**src/design/xte_pkg.sv**
```systemverilog
// Shared types and constants for the XML text escaper.
// No dependencies; imported by every module of the block.
package xte_pkg;

  localparam int unsigned XTE_JOB_DEPTH = 2;

  typedef enum logic [2:0] {
    KIND_PASS,
    KIND_AMP,
    KIND_LT,
    KIND_GT,
    KIND_QUOT,
    KIND_REF
  } xte_kind_e;

  typedef struct packed {
    xte_kind_e   kind;
    logic [7:0]  lit;
    logic [1:0]  tens;
    logic [3:0]  ones;
    logic [2:0]  len;
  } xte_job_t;

  localparam logic [7:0] CH_AMP   = 8'h26;
  localparam logic [7:0] CH_LT    = 8'h3c;
  localparam logic [7:0] CH_GT    = 8'h3e;
  localparam logic [7:0] CH_QUOTE = 8'h22;
  localparam logic [7:0] CH_SPACE = 8'h20;
  localparam logic [7:0] CH_HASH  = 8'h23;
  localparam logic [7:0] CH_SEMI  = 8'h3b;
  localparam logic [7:0] CH_ZERO  = 8'h30;

endpackage

```
**src/design/xte_front.sv**
```systemverilog
// Front end: classifies each accepted byte into an escape job.
// Depends on xte_pkg.
module xte_front import xte_pkg::*; (
  input  logic       push,
  input  logic       full,
  input  logic [7:0] char_byte_i,
  input  logic       in_attribute_i,
  input  logic       is_first_i,
  input  logic       is_last_i,
  output logic       wr_o,
  output xte_job_t   job_o
);

  logic [1:0] tens;
  logic [5:0] ones_wide;
  logic       is_ref;

  assign wr_o = push && !full;

  always_comb begin
    if (char_byte_i >= 8'd30) begin
      tens = 2'd3;
    end else if (char_byte_i >= 8'd20) begin
      tens = 2'd2;
    end else if (char_byte_i >= 8'd10) begin
      tens = 2'd1;
    end else begin
      tens = 2'd0;
    end
    ones_wide = char_byte_i[5:0] - 6'(tens) * 6'd10;
    is_ref = (char_byte_i < CH_SPACE) ||
             (char_byte_i == CH_SPACE && !in_attribute_i && (is_first_i || is_last_i));

    job_o.lit  = char_byte_i;
    job_o.tens = tens;
    job_o.ones = ones_wide[3:0];
    if (char_byte_i == CH_AMP) begin
      job_o.kind = KIND_AMP;
      job_o.len  = 3'd5;
    end else if (char_byte_i == CH_LT) begin
      job_o.kind = KIND_LT;
      job_o.len  = 3'd4;
    end else if (char_byte_i == CH_GT) begin
      job_o.kind = KIND_GT;
      job_o.len  = 3'd4;
    end else if (char_byte_i == CH_QUOTE && in_attribute_i) begin
      job_o.kind = KIND_QUOT;
      job_o.len  = 3'd6;
    end else if (is_ref) begin
      job_o.kind = KIND_REF;
      job_o.len  = (tens != 2'd0) ? 3'd5 : 3'd4;
    end else begin
      job_o.kind = KIND_PASS;
      job_o.len  = 3'd1;
    end
  end

endmodule

```
**src/design/xte_job_fifo.sv**
```systemverilog
// Short job queue between the classifier and the expander.
// Depends on xte_pkg.
module xte_job_fifo import xte_pkg::*; #(
  parameter int unsigned Depth = XTE_JOB_DEPTH
) (
  input  logic     clk_i,
  input  logic     rst_ni,
  input  logic     wr_i,
  input  xte_job_t wr_job_i,
  output logic     full_o,
  input  logic     rd_i,
  output xte_job_t rd_job_o,
  output logic     empty_o
);

  localparam int unsigned PtrW = (Depth > 1) ? $clog2(Depth) : 1;
  localparam int unsigned CntW = $clog2(Depth + 1);

  xte_job_t          mem_q [Depth];
  logic [PtrW-1:0]   wr_ptr_q, wr_ptr_d;
  logic [PtrW-1:0]   rd_ptr_q, rd_ptr_d;
  logic [CntW-1:0]   cnt_q, cnt_d;

  assign full_o   = (cnt_q == CntW'(Depth));
  assign empty_o  = (cnt_q == '0);
  assign rd_job_o = mem_q[rd_ptr_q];

  always_comb begin
    wr_ptr_d = wr_ptr_q;
    rd_ptr_d = rd_ptr_q;
    cnt_d    = cnt_q;
    if (wr_i) begin
      wr_ptr_d = (wr_ptr_q == PtrW'(Depth - 1)) ? '0 : wr_ptr_q + 1'b1;
    end
    if (rd_i) begin
      rd_ptr_d = (rd_ptr_q == PtrW'(Depth - 1)) ? '0 : rd_ptr_q + 1'b1;
    end
    if (wr_i && !rd_i) begin
      cnt_d = cnt_q + 1'b1;
    end else if (rd_i && !wr_i) begin
      cnt_d = cnt_q - 1'b1;
    end
  end

  always_ff @(posedge clk_i or negedge rst_ni) begin
    if (!rst_ni) begin
      wr_ptr_q <= '0;
      rd_ptr_q <= '0;
      cnt_q    <= '0;
    end else begin
      wr_ptr_q <= wr_ptr_d;
      rd_ptr_q <= rd_ptr_d;
      cnt_q    <= cnt_d;
    end
  end

  always_ff @(posedge clk_i) begin
    if (wr_i) begin
      mem_q[wr_ptr_q] <= wr_job_i;
    end
  end

  a_cnt_bound: assert property (@(posedge clk_i) disable iff (!rst_ni)
    cnt_q <= CntW'(Depth)) else $error("job queue count overflow");
  a_no_wr_full: assert property (@(posedge clk_i) disable iff (!rst_ni)
    wr_i |-> !full_o) else $error("job written while queue full");
  a_no_rd_empty: assert property (@(posedge clk_i) disable iff (!rst_ni)
    rd_i |-> !empty_o) else $error("job read while queue empty");

endmodule

```
**src/design/xte_back.sv**
```systemverilog
// Back end: expands the head job, a byte per cycle unless stalled.
// Depends on xte_pkg.
module xte_back import xte_pkg::*; (
  input  logic       clk_i,
  input  logic       rst_ni,
  input  xte_job_t   job_i,
  input  logic       job_empty_i,
  output logic       job_rd_o,
  output logic       empty,
  input  logic       pop,
  output logic [7:0] out_byte_o,
  output logic       run_end_o
);

  function automatic logic [7:0] char_at(xte_job_t job, logic [2:0] idx);
    logic [7:0] c;
    c = job.lit;
    case (job.kind)
      KIND_AMP: begin
        case (idx)
          3'd0:    c = CH_AMP;
          3'd1:    c = "a";
          3'd2:    c = "m";
          3'd3:    c = "p";
          default: c = CH_SEMI;
        endcase
      end
      KIND_LT, KIND_GT: begin
        case (idx)
          3'd0:    c = CH_AMP;
          3'd1:    c = (job.kind == KIND_LT) ? "l" : "g";
          3'd2:    c = "t";
          default: c = CH_SEMI;
        endcase
      end
      KIND_QUOT: begin
        case (idx)
          3'd0:    c = CH_AMP;
          3'd1:    c = "q";
          3'd2:    c = "u";
          3'd3:    c = "o";
          3'd4:    c = "t";
          default: c = CH_SEMI;
        endcase
      end
      KIND_REF: begin
        case (idx)
          3'd0:    c = CH_AMP;
          3'd1:    c = CH_HASH;
          3'd2:    c = (job.tens != 2'd0) ? CH_ZERO + 8'(job.tens) : CH_ZERO + 8'(job.ones);
          3'd3:    c = (job.tens != 2'd0) ? CH_ZERO + 8'(job.ones) : CH_SEMI;
          default: c = CH_SEMI;
        endcase
      end
      default: c = job.lit;
    endcase
    return c;
  endfunction

  logic       out_valid_q, out_valid_d;
  logic [7:0] out_byte_q, out_byte_d;
  logic       run_end_q, run_end_d;
  logic [2:0] idx_q, idx_d;
  logic       step;
  logic       last;
  logic       take;

  assign take     = pop && out_valid_q;
  assign step     = !job_empty_i && (!out_valid_q || take);
  assign last     = (idx_q == job_i.len - 3'd1);
  assign job_rd_o = step && last;

  assign empty      = !out_valid_q;
  assign out_byte_o = out_byte_q;
  assign run_end_o  = run_end_q;

  always_comb begin
    out_valid_d = out_valid_q;
    out_byte_d  = out_byte_q;
    run_end_d   = run_end_q;
    idx_d       = idx_q;
    if (take) begin
      out_valid_d = 1'b0;
    end
    if (step) begin
      out_valid_d = 1'b1;
      out_byte_d  = char_at(job_i, idx_q);
      run_end_d   = last;
      idx_d       = last ? 3'd0 : idx_q + 3'd1;
    end
  end

  always_ff @(posedge clk_i or negedge rst_ni) begin
    if (!rst_ni) begin
      out_valid_q <= 1'b0;
      idx_q       <= 3'd0;
    end else begin
      out_valid_q <= out_valid_d;
      idx_q       <= idx_d;
    end
  end

  always_ff @(posedge clk_i) begin
    out_byte_q <= out_byte_d;
    run_end_q  <= run_end_d;
  end

  a_mid_run_job: assert property (@(posedge clk_i) disable iff (!rst_ni)
    idx_q != 3'd0 |-> !job_empty_i) else $error("job left queue mid-run");
  a_idx_in_run: assert property (@(posedge clk_i) disable iff (!rst_ni)
    !job_empty_i |-> idx_q < job_i.len) else $error("byte index beyond run length");
  a_rd_on_end: assert property (@(posedge clk_i) disable iff (!rst_ni)
    job_rd_o |=> (out_valid_q && run_end_q)) else $error("job retired without run end");

endmodule

```
**src/design/xml_text_escaper_top.sv**
```systemverilog
// Top level of the XML text escaper: classifier, job queue and expander.
// Depends on xte_pkg, xte_front, xte_job_fifo and xte_back.
//
// Each accepted byte yields a run of one to six escaped bytes, the last
// marked by run_end_o. Plain bytes flow at one per cycle while the output is
// popped without stalling; an escaped byte holds the expander for its whole
// run (four to six bytes), as the expander emits one output byte per cycle.
// Bytes are classified on entry and wait in a JobDepth-entry job queue, so
// input is taken, up to a full queue, while a run is emitted or a result
// waits to be popped. Results pass the job queue, then the output register.
module xml_text_escaper_top import xte_pkg::*; #(
  parameter int unsigned JobDepth = XTE_JOB_DEPTH
) (
  input  logic       clk_i,
  input  logic       rst_ni,
  input  logic       push,
  output logic       full,
  input  logic [7:0] char_byte_i,
  input  logic       in_attribute_i,
  input  logic       is_first_i,
  input  logic       is_last_i,
  output logic       empty,
  input  logic       pop,
  output logic [7:0] out_byte_o,
  output logic       run_end_o
);

  logic     wr;
  xte_job_t wr_job;
  xte_job_t rd_job;
  logic     job_empty;
  logic     job_rd;

  xte_front u_front (
    .push           (push),
    .full           (full),
    .char_byte_i    (char_byte_i),
    .in_attribute_i (in_attribute_i),
    .is_first_i     (is_first_i),
    .is_last_i      (is_last_i),
    .wr_o           (wr),
    .job_o          (wr_job)
  );

  xte_job_fifo #(
    .Depth (JobDepth)
  ) u_job_fifo (
    .clk_i    (clk_i),
    .rst_ni   (rst_ni),
    .wr_i     (wr),
    .wr_job_i (wr_job),
    .full_o   (full),
    .rd_i     (job_rd),
    .rd_job_o (rd_job),
    .empty_o  (job_empty)
  );

  xte_back u_back (
    .clk_i       (clk_i),
    .rst_ni      (rst_ni),
    .job_i       (rd_job),
    .job_empty_i (job_empty),
    .job_rd_o    (job_rd),
    .empty       (empty),
    .pop         (pop),
    .out_byte_o  (out_byte_o),
    .run_end_o   (run_end_o)
  );

endmodule

```
**config.mk**
```make
export PLATFORM = sky130hd
export DESIGN_NAME = xml_text_escaper_top
export DESIGN_NICKNAME = d
export VERILOG_FILES = /design/src/design/xte_pkg.sv /design/src/design/xte_front.sv /design/src/design/xte_job_fifo.sv /design/src/design/xte_back.sv /design/src/design/xml_text_escaper_top.sv
export SDC_FILE = /design/constraint.sdc
export NUM_CORES = 1
export LEC_CHECK = 0
export BUFFER_PORTS_ARGS = -buffer_cell sky130_fd_sc_hd__buf_2
export CELL_PAD_IN_SITES_DETAIL_PLACEMENT = 1
export CELL_PAD_IN_SITES_GLOBAL_PLACEMENT = 1
export CORE_ASPECT_RATIO = 1.75
export CORE_MARGIN = 1.5
export CORE_UTILIZATION = 25
export CTS_CLUSTER_SIZE = 28
export DETAILED_ROUTE_END_ITERATION = 10
export PLACE_DENSITY = 0.54
export SLEW_MARGIN = 15
export SYNTH_ARGS = -nofsm -noshare
export SYNTH_HDL_FRONTEND = slang
export SYNTH_SLANG_ARGS = --single-unit
```
**constraint.sdc**
```tcl
create_clock -name clk_i -period 3.5 [get_ports clk_i]
set_input_delay 0.35 -clock clk_i [delete_from_list [all_inputs] [get_ports clk_i]]
set_output_delay 0.35 -clock clk_i [all_outputs]
set_load 0.01 [all_outputs]
```
After elaboration in Yosys (flattened, before gate mapping)
Memory sizes are Yosys's and may differ from the RTL's.
Cells that the tools add are included.

storage, ports and cells
  flip-flop bits (word level) = 17
  memories = 1
  output and inout port bits = 11
  memory bits (writable) = 40
  logic and storage cells = 94
  input bits = 15

cells by class
  mux-type cells = 31
  add/sub/neg operators = 9
  reduce and logical (&&, ||, !) cells = 25
  multipliers = 1
  magnitude comparators = 4
  equal/unequal tests = 16

memories
  name              depth  width  rd ports  clocked after memory_dff  write ports  RTL line            RTL
  u_job_fifo.mem_q  2      20     1         0                         1            xte_job_fifo.sv:19  xte_job_t mem_q [Depth];

operators with widths
  operator                                                                      count
  8-bit one-hot mux with 4 select lines                                         2
  8-bit by 6-bit == test with 1-bit output, second input constant               5
  7-bit one-hot mux with 5 select lines                                         1
  3-bit two-way mux                                                             11
  7-bit one-hot mux with 4 select lines                                         1
  8-bit one-hot mux with 3 select lines                                         1
  8-bit by 5-bit >= comparator with 1-bit output, second input constant         2
  8-bit two-way mux                                                             2
  3-bit by 2-bit == test with 1-bit output, second input constant               4
  3-bit == test, second input constant                                          3
  1-bit logical AND                                                             9
  8-bit by 4-bit >= comparator with 1-bit output, second input constant         1
  8-bit by 6-bit less-than comparator with 1-bit output, second input constant  1
  1-bit two-way mux                                                             8
  2-bit two-way mux                                                             4
  2-bit nonzero test                                                            4
  6-bit by 2-bit adder with 7-bit output, first input constant                  1
  6-bit by 4-bit adder with 7-bit output, first input constant                  1
  3-bit by 1-bit == test with 1-bit output, second input constant               2
  1-bit logical NOT                                                             6
  4-bit two-way mux                                                             1
  4-bit subtractor                                                              1
  3-bit by 1-bit adder with 3-bit output, second input constant                 1
  3-bit == test                                                                 1
  other kinds (10)                                                              13

Longest topological paths before layout
Gate-level depths: netlist of the first run.

  depth after elaboration = 11
  mapped depth = 13
  mapped depth without buffers = 10

By module
From an unflattened synthesis of the first run, not the netlist that was laid out.

second synthesis, totals
  cells, all modules = 253
  area, all modules = 3141.8 um^2

by module, submodules not included
  module        cells an instance  seq. area each (um^2)  instances  area each (um^2)
  xte_job_fifo  78                 1301.2                 1          1707.9
  xte_back      125                370.4                  1          1076.0
  xte_front     50                 0.0                    1          357.8

Worst setup path before layout of the first run
Ideal clock, no wire load.

  path type = register to register
  start = reg u_job_fifo.rd_ptr_q
  end = reg u_job_fifo.cnt_q[1]
  cell stages (with the launch flop) = 13
  setup time = 0.079 ns
  data arrival time = 2.397 ns
  path buffers = 3
  clock period less this slack = 2.476 ns
  slack = 1.024 ns
  path through = dfrtp_1 -> buf_6 -> buf_6 -> buf_4 -> mux2i_1 -> ha_1 -> xor2_1 -> xnor2_1 -> nor3_2 -> nand2_2 -> ha_1 -> nor2_1 -> xor2_1

between the ends
  longest elaborated chain between the ends = 7

ends and longest elaborated chain
  what                                                     RTL line            RTL
  start, declared                                          xte_job_fifo.sv:21  logic [PtrW-1:0] rd_ptr_q, rd_ptr_d;
  start signal, assigned                                   xte_job_fifo.sv:52  rd_ptr_q <= rd_ptr_d;
  memory 2 x 20 bit *                                      n/a
  3-bit by 1-bit subtractor with 3-bit output *            xte_back.sv:70      assign last = (idx_q == job_i.len - 3'd1);
  3-bit == test *                                          xte_back.sv:70
  net u_back.last                                          xte_back.sv:65      logic last;
  1-bit logical AND *                                      xte_back.sv:71      assign job_rd_o = step && last;
  1-bit logical NOT                                        xte_job_fifo.sv:38  if (wr_i && !rd_i) begin
  1-bit logical AND                                        xte_job_fifo.sv:38
  2-bit two-way mux or 2-bit nonzero test (tied branches)  n/a
  end signal, assigned                                     xte_job_fifo.sv:53  cnt_q <= cnt_d;
  end, declared                                            xte_job_fifo.sv:22  logic [CntW-1:0] cnt_q, cnt_d;

Mark *: on every way through the listed nets, which the timed path passes. The rest lies on a longest branch.
A chain may end at the register's enable or synchronous reset.

Worst setup path after layout of the first run
  start = reg u_job_fifo.rd_ptr_q
  end = reg u_back.out_byte_q[2] (netlist: u_back.out_byte_o[2]), data pin

between the ends
  longest elaborated chain between the ends = 5

ends and longest elaborated chain
  what                                                            RTL line                        RTL
  memory 2 x 20 bit *                                             n/a
  6-bit by 4-bit adder with 7-bit output (tied with other cells)  xte_back.sv:50, xte_back.sv:51
  8-bit two-way mux (on tied branches)                            xte_back.sv:51, xte_back.sv:50
  8-bit one-hot mux with 4 select lines                           xte_back.sv:47                  case (idx)
  8-bit one-hot mux with 4 select lines *                         xte_back.sv:18                  case (job.kind)
  end signal, assigned                                            xte_back.sv:104                 out_byte_q <= out_byte_d;
  end, declared                                                   xte_back.sv:61                  logic [7:0] out_byte_q, out_byte_d;

Every way passes the cells marked *; elsewhere a longest branch is shown, timed or not.

==> metrics.txt, run 1 <==
VDD IR max=0.000243 V; Die Wd=85.7 um; drt initial violations=79; endpoint type of the worst setup path=register; critical path's slowest cell=mux2i_2; post-synth top area cell=edfxtp_1; Area growth syn-to-layout=13.7%; Die Footprint=12,700 sq um; Slew headroom=0.382; top cell type's share of synthesized area=0.472; # DRC=0; die height=148 um; LEAKAGE=between 1 and 1.5 nW; FMAX=just under 400 MHz; DR vias/cell=around 4.9; crit path kind=register to register; crit path cell chain=buf_4 > mux2i_2 > a21oi_1 > a21oi_2 > nand2_1 > o2bb2ai_1; Synth Flop Type=edfxtp_1; CTS Sinks=55; Power Dens Cells=around 900 nW/um^2; final core occ=0.294; htree depth=2; most frequent cells after synthesis=edfxtp_1 (47), nand2_1 (19), inv_1 (15), nor2_1 (15), a21oi_1 (14); Setup Skew=6.07 ps; vias in the first global route=between 2,000 and 2,500; starting density of the core=0.258; global route overflow=0; yosys warns=0; initial antenna violation count=0; FF+latch count, synth=55; RSZ-0062 raised after global routing=no; CP max FO=23; Mapped Cells=around 250; Setup violations, final=0; Total GRT Usage=0.112; fraction of registers with async set/reset=0.145; vias=approximately 2,000; status=completed; Slew @ Worst Pin=927 ps; I/O pin count=26; gpl congestion=0.830; ant diodes=0; Critical path buffers and inverters=1; first-pass GRT wire length=between 10,000 and 15,000 um; Max Slew Vio Count=0; drt wl/cell=approximately 16 um; # rows=52; TritonRoute pass-1 iters=4; Final Hold Vio Count=0; antenna viol nets, final=0; CTS-repair resized insts=0; TritonCTS clock tree=yes; number of synthesized flops with an enable pin=47; I/O Buffers=25; Root Buffer=clkbuf_16; worst skew pair latency=290 ps; DRT Wirelength=6720 um; cell area after synthesis=between 2000 and 3000 sq um; Worst-path clk slew=around 70 ps; Synthesized Nets=277; Inserted Clock Buffers=5; Worst setup SP type=register; setup TNS=0 ps; Core Region=11,600 sq um; top-count cell post-synth=edfxtp_1; period utilization=0.727; HP Class=input port to register; share of layout cells above drive strength 1=0.189; Worst Path Arrival=2590 ps; largest net degree at the start of global routing=24; Max Root-Sink Buffers=2; Tmin final=2550 ps; ranking of synthesized cells by area=edfxtp_1 (47%), dfrtp_1 (6.7%), mux2i_1 (4.4%); worst stage delay on the critical path=640 ps; critical path data required time=around 3600 ps; post-DP HPWL=5150 um; # nets final=304; Post-Synthesis Mean Instance Area=11.9 sq um; Max-Cap Viols=0; cell family contributing the most delay on the critical path=compound AO/OA/AOI/OAI gates; Cell variety after synth=55; Seq/Total Area, Yosys=0.539
## path summary, 6_finish.rpt
check	end	slack, ps	startpoint	depth (start not counted)
worst max register to register	u_back.out_byte_o[2]	950	u_job_fifo.rd_ptr_q	6
min in group asynchronous	u_job_fifo.cnt_q[1]	430	rst_ni	2
worst min-delay path	u_job_fifo.mem_q[0][9]	260	char_byte_i[0]	1
max in group asynchronous	u_job_fifo.rd_ptr_q	2900	rst_ni	2
worst max-delay path	u_back.out_byte_o[2]	950	u_job_fifo.rd_ptr_q	6
worst min register to register	u_job_fifo.wr_ptr_q	490	u_job_fifo.wr_ptr_q	1
## flip-flops by register name, indices dropped and copies added, names as in the netlist
signal / flops
u_back.idx_q: 3
u_back.out_byte_o: 8
u_back.run_end_o: 1
u_back.out_valid_q: 1
u_job_fifo.rd_ptr_q: 1
u_job_fifo.cnt_q: 2
u_job_fifo.wr_ptr_q: 1
u_job_fifo.mem_q: 38
## power breakdown
part / switching (mW) / leakage [nW] / internal (mW) / total (mW)
logic: 0.840 / 0.670 / 0.547 / 1.39
clock network: 0.239 / 0.0675 / 0.269 / 0.507
registers: 0.111 / 0.530 / 0.973 / 1.08
## cell families after synthesis
logic type | Yosys count | synth area share
flip-flops | 55 | 0.539
multiplexers | 23 | 0.0912
AND/OR/NAND/NOR | 64 | 0.109
AO/OA/AOI/OAI | 64 | 0.144
XOR/XNOR | 11 | 0.0322
adder cells (fa/ha/maj) | 10 | 0.0444
buffers and inverters | 25 | 0.0406
## layout by cell type, fill, tap and decap left out, types with 3 or more instances in the layout
cell       synthesis  routed
o21ai_0           12      12
a21oi_1           14      14
mux2_4             3       3
nor2b_1            3       3
inv_1             15      15
dfrtp_1            8       8
xor2_1             4       4
buf_2              1      25
o21ai_1            6       6
nand2b_1           4       4
buf_4              3       3
nand2_1           19      19
o31ai_1            4       4
ha_1               9       9
clkbuf_16          0       5
xnor2_1            7       7
a22oi_1            3       3
mux2i_2            3       3
nor3_1             8       8
nand3_1            3       3
nor2_1            15      15
a31oi_1            5       5
edfxtp_1          47      47
mux2i_1           13      13
## per-stage QoR
step           hold WS [ps]  total power [mW]  setup WS, ps  instances  cell area [sq um]
6_report                261              2.98           954        415               3400
2_1_floorplan          54.4              2.15          1020        252               2990
4_1_cts                 258              3.02           939        415               3400
3_5_place_dp            210              2.50           932        406               3250
3_3_place_gp            205              2.48          1040        406               3250
5_1_grt                 259              3.19           764        415               3400
## layout make-up
type                            count  area (sq um)
Tap cell                          135           169
Multi-Input combinational cell    172          1260
Sequential cell                    55          1610
Clock buffer                        6           129
Inverter                           16          60.1
Fill cell                        1315          8180
Timing Repair Buffer               29           158
Clock inverter                      2          16.3
## layer usage
| metal | track usage | up-vias | wire [um] |
|---|---|---|---|
| li1 | - | 984 | - |
| met3 | 0.0156 | 15 | 136 |
| met4 | 0.0629 | 0 | 255 |
| met5 | 0 | - | 0 |
| met1 | 0.112 | 990 | 2560 |
| met2 | 0.213 | 33 | 3760 |
## repair_timing
| action | in CTS | in global routing |
|---|---|---|
| hold buffers | 1 | 0 |
| hold endpoints to repair | 8 | 0 |
| setup buffers | 0 | 0 |
Power figures use the tool's default switching activity.
==> inputs of run 2 (changes only) <==
- ABC_AREA: default -> 1
- PLACE_DENSITY: 0.54 -> 0.56
- clock period: 3.5 -> 2.6 ns (I/O delays scaled with it)
==> metrics.txt, run 2 <==
status=completed; number of synthesized flops with an enable pin=47 (unchanged); DRT Wirelength=7230 um (+7.6%); FMAX=428 MHz (+9.0%); Max Slew Vio Count=0 (unchanged); Fin Hold WS=152 ps (-109 ps); largest family of logic cells by synthesized area=simple AND/OR/NAND/NOR gates; setup TNS=0 ps (unchanged); Seq/Total Area, Yosys=0.526 (-0.0128); # DRC=0 (unchanged); ant diodes=0 (unchanged); RSZ-0062 raised after global routing=no; Worst-path clk slew=70 ps (about the same); Synth Flop Type=edfxtp_1; I/O Buffers=25 (unchanged); crit path kind=register to register; worst setup margin=264 ps (-690 ps); dpl cell area=3390 sq um (+4.4%); VDD IR max=0.000268 V (+10%); Worst setup SP type=register; worst skew pair latency=300 ps (about the same); final instance area=3550 sq um (+4.3%); top-count cell post-synth=nand2_1; area occupied by multi-input gates=1240 sq um (-1.6%); cell area after synthesis=3060 sq um (+2.4%); Slew headroom=0.705 (+0.322); gpl congestion=0.846 (+2.0%); final core occ=0.295 (+0.00178); Setup violations, final=0 (unchanged); # nets final=397 (+31%); Setup Skew=5.50 ps (-0.570 ps); mux contribution to synthesized area=0.00327 (-0.0879); endpoint type of the worst setup path=register; most frequent cells in the layout=nand2_1 (105), edfxtp_1 (47), inv_1 (40), nor2_1 (32), buf_2 (25); I/O pin count=26 (unchanged); Die Wd=86.7 um (+1.2%); Tmin final=2340 ps (-210 ps); share of layout cells above drive strength 1=0.155 (-0.0338); Synth Area in XOR/XNOR=0.0200 (-0.0122); Finished Layout Cells=538 (+30%); DR vias/cell=4.23 (-13%); max reg flops=38 (unchanged); Max Root-Sink Buffers=2 (unchanged); Core Region=12,000 sq um (+3.6%); ranking of synthesized cells by area=edfxtp_1 (46%), nand2_1 (13%), dfrtp_1 (6.5%); TritonCTS clock tree=yes; register area=1610 sq um (about the same); Synth Area in Adders=0.0433 (-0.00105); Place WS=123 ps (-809 ps); most common cell after layout, fill and taps aside=nand2_1; largest net degree at the start of global routing=25 (+4.2%); CP max FO=6 (-74%); die height=149 um (+1.2%); Root Buffer=clkbuf_16; antenna viol nets, final=0 (unchanged); Post-Synthesis Mean Instance Area=9.04 sq um (-24%); yosys warns=0 (unchanged); global route overflow=0 (unchanged); drt initial violations=108 (+37%); post-synth top area cell=edfxtp_1; Slew @ Worst Pin=440 ps (-487 ps); Inst Count DP=529 (+30%); fraction of registers with async set/reset=0.145 (unchanged); FF+latch count, synth=55 (unchanged); Largest Register=u_job_fifo.mem_q; Worst Path Arrival=2510 ps (-80 ps); HP Class=input port to register; initial antenna violation count=0 (unchanged); vias in the first global route=2,392 (+11%); vias=2,277 (+13%); CTS Sinks=55 (unchanged); Inserted Clock Buffers=5 (unchanged); first-pass GRT wire length=12,000 um (+9.8%); Power Dens Cells=1140 nW/um^2 (+30%); critical path data required time=2780 ps (-770 ps); drt wl/cell=13.4 um (-17%); post-synthesis compound-gate area fraction=0.0576 (-0.0863); Die Footprint=13,000 sq um (+2.4%); Cell variety after synth=36 (-35%); TritonRoute pass-1 iters=4 (unchanged); top cell type's share of synthesized area=0.461 (-0.0112); fill count=1,437 (+9.3%); htree depth=2 (unchanged); # rows=53 (+1.9%); starting density of the core=0.255 (-0.00302); LEAKAGE=1.58 nW (+24%); Final Hold Vio Count=0 (unchanged); most frequent cells after synthesis=nand2_1 (105), edfxtp_1 (47), inv_1 (40), nor2_1 (32), nand3_1 (22); Area growth syn-to-layout=15.8%; period utilization=0.898 (+0.171); Simple-Gate Fraction of Synth Area=0.280 (+0.171); Mapped Cells=339 (+35%); Max-Cap Viols=0 (unchanged); total power=4.04 mW (+36%); Total GRT Usage=0.122 (+0.0100); post-DP HPWL=5710 um (+11%); Synthesized Nets=364 (+31%)
[run 2: what timing repair did]
item / CTS / global route
buffers inserted: 0 / 0
setup endpoints to repair: 0 / 1
endpoints found under the hold margin: 8 / 0
hold buffers: 1 / 0
resized for setup: 0 / 1
[run 2: layer usage]
metal,part of all wire,track usage,vias up
met5,0,0,-
met4,0.024,0.0540,0
met3,0.016,0.0138,8
met2,0.57,0.236,27
met1,0.38,0.127,1075
li1,-,-,1167
[run 2: worst paths after layout]
path / start / end / slack (ps) / cells past startpoint
setup / recovery: u_job_fifo.rd_ptr_q / u_job_fifo.cnt_q[1] / 260 / 12
hold / removal: pop / u_back.out_valid_q / 150 / 2
setup reg to reg: u_job_fifo.rd_ptr_q / u_job_fifo.cnt_q[1] / 260 / 12
hold reg to reg: u_job_fifo.wr_ptr_q / u_job_fifo.wr_ptr_q / 540 / 2
max in group asynchronous: rst_ni / u_job_fifo.rd_ptr_q / 2070 / 2
min in group asynchronous: rst_ni / u_job_fifo.wr_ptr_q / 340 / 2
[run 2: cell type report]
type / count / share of cell area
multi-input combinational: 235 / 0.349
clock buffer: 6 / 0.0363
inverter: 43 / 0.0462
clock inverter: 2 / 0.00459
sequential: 55 / 0.455
tap: 165 / 0.0582
timing repair buffer: 32 / 0.0508
[run 2: worst max-delay path, cell delays in order (launching register included)]
cell,delay (ps)
dfrtp_2,420
mux2i_1,230
ha_1,220
xor2_1,150
nand2_1,60
nand2_1,60
nand3_2,80
inv_1,130
nand2_1,100
ha_1,340
a21oi_1,130
o21ai_0,120
xor2_1,150
[run 2: report_power, final]
part           total, mW  leakage, nW  internal (mW)  switching, mW
Combinational       1.91        0.977          0.632           1.28
Clock              0.680       0.0675          0.362          0.318
Sequential          1.45        0.532           1.32          0.132
[run 2: kinds of logic after synthesis]
family,count (synthesis)
AO/OA/AOI/OAI,33
flip-flops,55
AND/OR/NAND/NOR,184
XOR/XNOR,7
multiplexers,1
buffers and inverters,49
adder cells (fa/ha/maj),10
==> inputs of run 3 (changes only) <==
- MAX_ROUTING_LAYER: default -> met4
==> metrics.txt, run 3 (synthesis results as in run 2) <==
Slew @ Worst Pin=426 ps (-13.6 ps); TritonCTS clock tree=yes; area occupied by multi-input gates=1240 sq um (unchanged); share of layout cells above drive strength 1=0.155 (unchanged); worst r2r src=u_job_fifo.rd_ptr_q; register area=1610 sq um (unchanged); starting density of the core=0.255 (unchanged); antenna viol nets, final=0 (unchanged); worst r2r path cells=13 (+1); Area growth syn-to-layout=15.8% (unchanged); Slew headroom=0.714 (+0.00914); total power=4.03 mW (-0.21%); Place WS=131 ps (+8.33 ps); Core Region=12,000 sq um (unchanged); htree depth=2 (unchanged); fill count=1,412 (-1.7%); crit path kind=register to register; Max Root-Sink Buffers=2 (unchanged); vias in the first global route=2,410 (+0.75%); Max-Cap Viols=0 (unchanged); most common cell after layout, fill and taps aside=nand2_1; Setup violations, final=0 (unchanged); die height=149 um (unchanged); Finished Layout Cells=538 (unchanged); first-pass GRT wire length=12,000 um (+0.29%); Power Dens Cells=1140 nW/um^2 (-0.21%); Worst Path Arrival=2510 ps (about the same); ant diodes=0 (unchanged); CP max FO=6 (unchanged); post-DP HPWL=5730 um (+0.51%); # nets final=397 (unchanged); LEAKAGE=1.58 nW (unchanged); Total GRT Usage=0.126 (+0.00405); Tmin final=2340 ps (+3.39 ps); Setup Skew=3.85 ps (-1.65 ps); drt wl/cell=13.5 um (+0.30%); endpoint type of the worst setup path=register; Inst Count DP=529 (unchanged); FMAX=428 MHz (-0.15%); Fin Hold WS=161 ps (+8.61 ps); DRT Wirelength=7250 um (+0.30%); status=completed; TritonRoute pass-1 iters=3 (-1); largest net degree at the start of global routing=25 (unchanged); Critical Path End=u_job_fifo.cnt_q[1]; drt initial violations=71 (-34%); Inserted Clock Buffers=5 (unchanged); most frequent cells in the layout=nand2_1 (105), edfxtp_1 (47), inv_1 (40), nor2_1 (32), buf_2 (25); CTS Sinks=55 (unchanged); Final Hold Vio Count=0 (unchanged); crit path launch=u_job_fifo.rd_ptr_q; Die Wd=86.7 um (unchanged); Largest Register=u_job_fifo.mem_q; Max Slew Vio Count=0 (unchanged); Worst setup SP type=register; VDD IR max=0.000278 V (+3.8%); RSZ-0062 raised after global routing=no; critical path data required time=2770 ps (about the same); I/O pin count=26 (unchanged); Worst-path clk slew=70 ps (about the same); initial antenna violation count=0 (unchanged); # rows=53 (unchanged); worst setup margin=261 ps (-3.39 ps); max reg flops=38 (unchanged); worst skew pair latency=290 ps (about the same); r2r setup slk=260 ps (about the same); I/O Buffers=25 (unchanged); period utilization=0.900 (+0.00130); Root Buffer=clkbuf_16; # DRC=0 (unchanged); Die Footprint=13,000 sq um (unchanged); DR vias/cell=4.18 (-1.1%); global route overflow=0 (unchanged); setup TNS=0 ps (unchanged); capturing point of the worst reg2reg path=u_job_fifo.cnt_q[1]; HP Class=input port to register; vias=2,251 (-1.1%); gpl congestion=0.849 (+0.35%)
-- run 3: how the worst min path moves through the flow --
stage / from / endpoint / depth (start not counted)
2_1_floorplan: rst_ni / u_back.idx_q[0] / 0
3_3_place_gp: rst_ni / u_job_fifo.wr_ptr_q / 1
3_5_place_dp: rst_ni / u_job_fifo.wr_ptr_q / 1
4_1_cts: pop / u_back.out_valid_q / 2
5_1_grt: char_byte_i[7] / u_job_fifo.mem_q[0][16] / 1
6_report: pop / u_back.out_valid_q / 2
-- run 3: area by class of cell --
class | count | share of cell area
Clock buffer | 6 | 0.0363
Multi-Input combinational cell | 235 | 0.349
Timing Repair Buffer | 32 | 0.0508
Sequential cell | 55 | 0.455
Inverter | 43 | 0.0462
Clock inverter | 2 | 0.00459
Tap cell | 165 | 0.0582
-- run 3: power by group --
group          internal [mW]  total, mW  switching, mW
clock network          0.362      0.674          0.312
logic                  0.632       1.91           1.28
registers               1.32       1.45          0.131
total                   2.31       4.03           1.72
-- run 3: repair_timing --
action                                  CTS  global route
endpoints found under the setup margin    0             1
endpoints found under the hold margin     8             0
resized for setup                         0             1
hold buffers                              1             0
setup buffers                             0             0
-- run 3: critical path, cell delays in order (launching register included) --
cell and delay (ps):
dfrtp_2 440, nand2_1 110, o21ai_2 70, ha_1 230
xnor2_1 150, nand2_1 60, nand2_1 80, nand3_2 80
inv_1 130, nand2_1 100, ha_1 340, a21oi_1 140
o21ai_0 130, xor2_1 160
-- run 3: layer usage --
| metal | vias up | global-route usage | part of all wire |
|---|---|---|---|
| met2 | 20 | 0.242 | 0.58 |
| met5 | - | - | 0 |
| met1 | 1058 | 0.124 | 0.39 |
| li1 | 1165 | - | - |
| met3 | 8 | 0.0138 | 0.012 |
| met4 | 0 | 0.0532 | 0.024 |
-- run 3: through the flow --
stage / area [sq um] / utilization
finish: 3550 / 0.295
global route: 3550 / 0.295
CTS: 3540 / 0.295
detailed placement: 3390 / 0.282
global placement: 3390 / 0.282
floorplan: 3060 / -
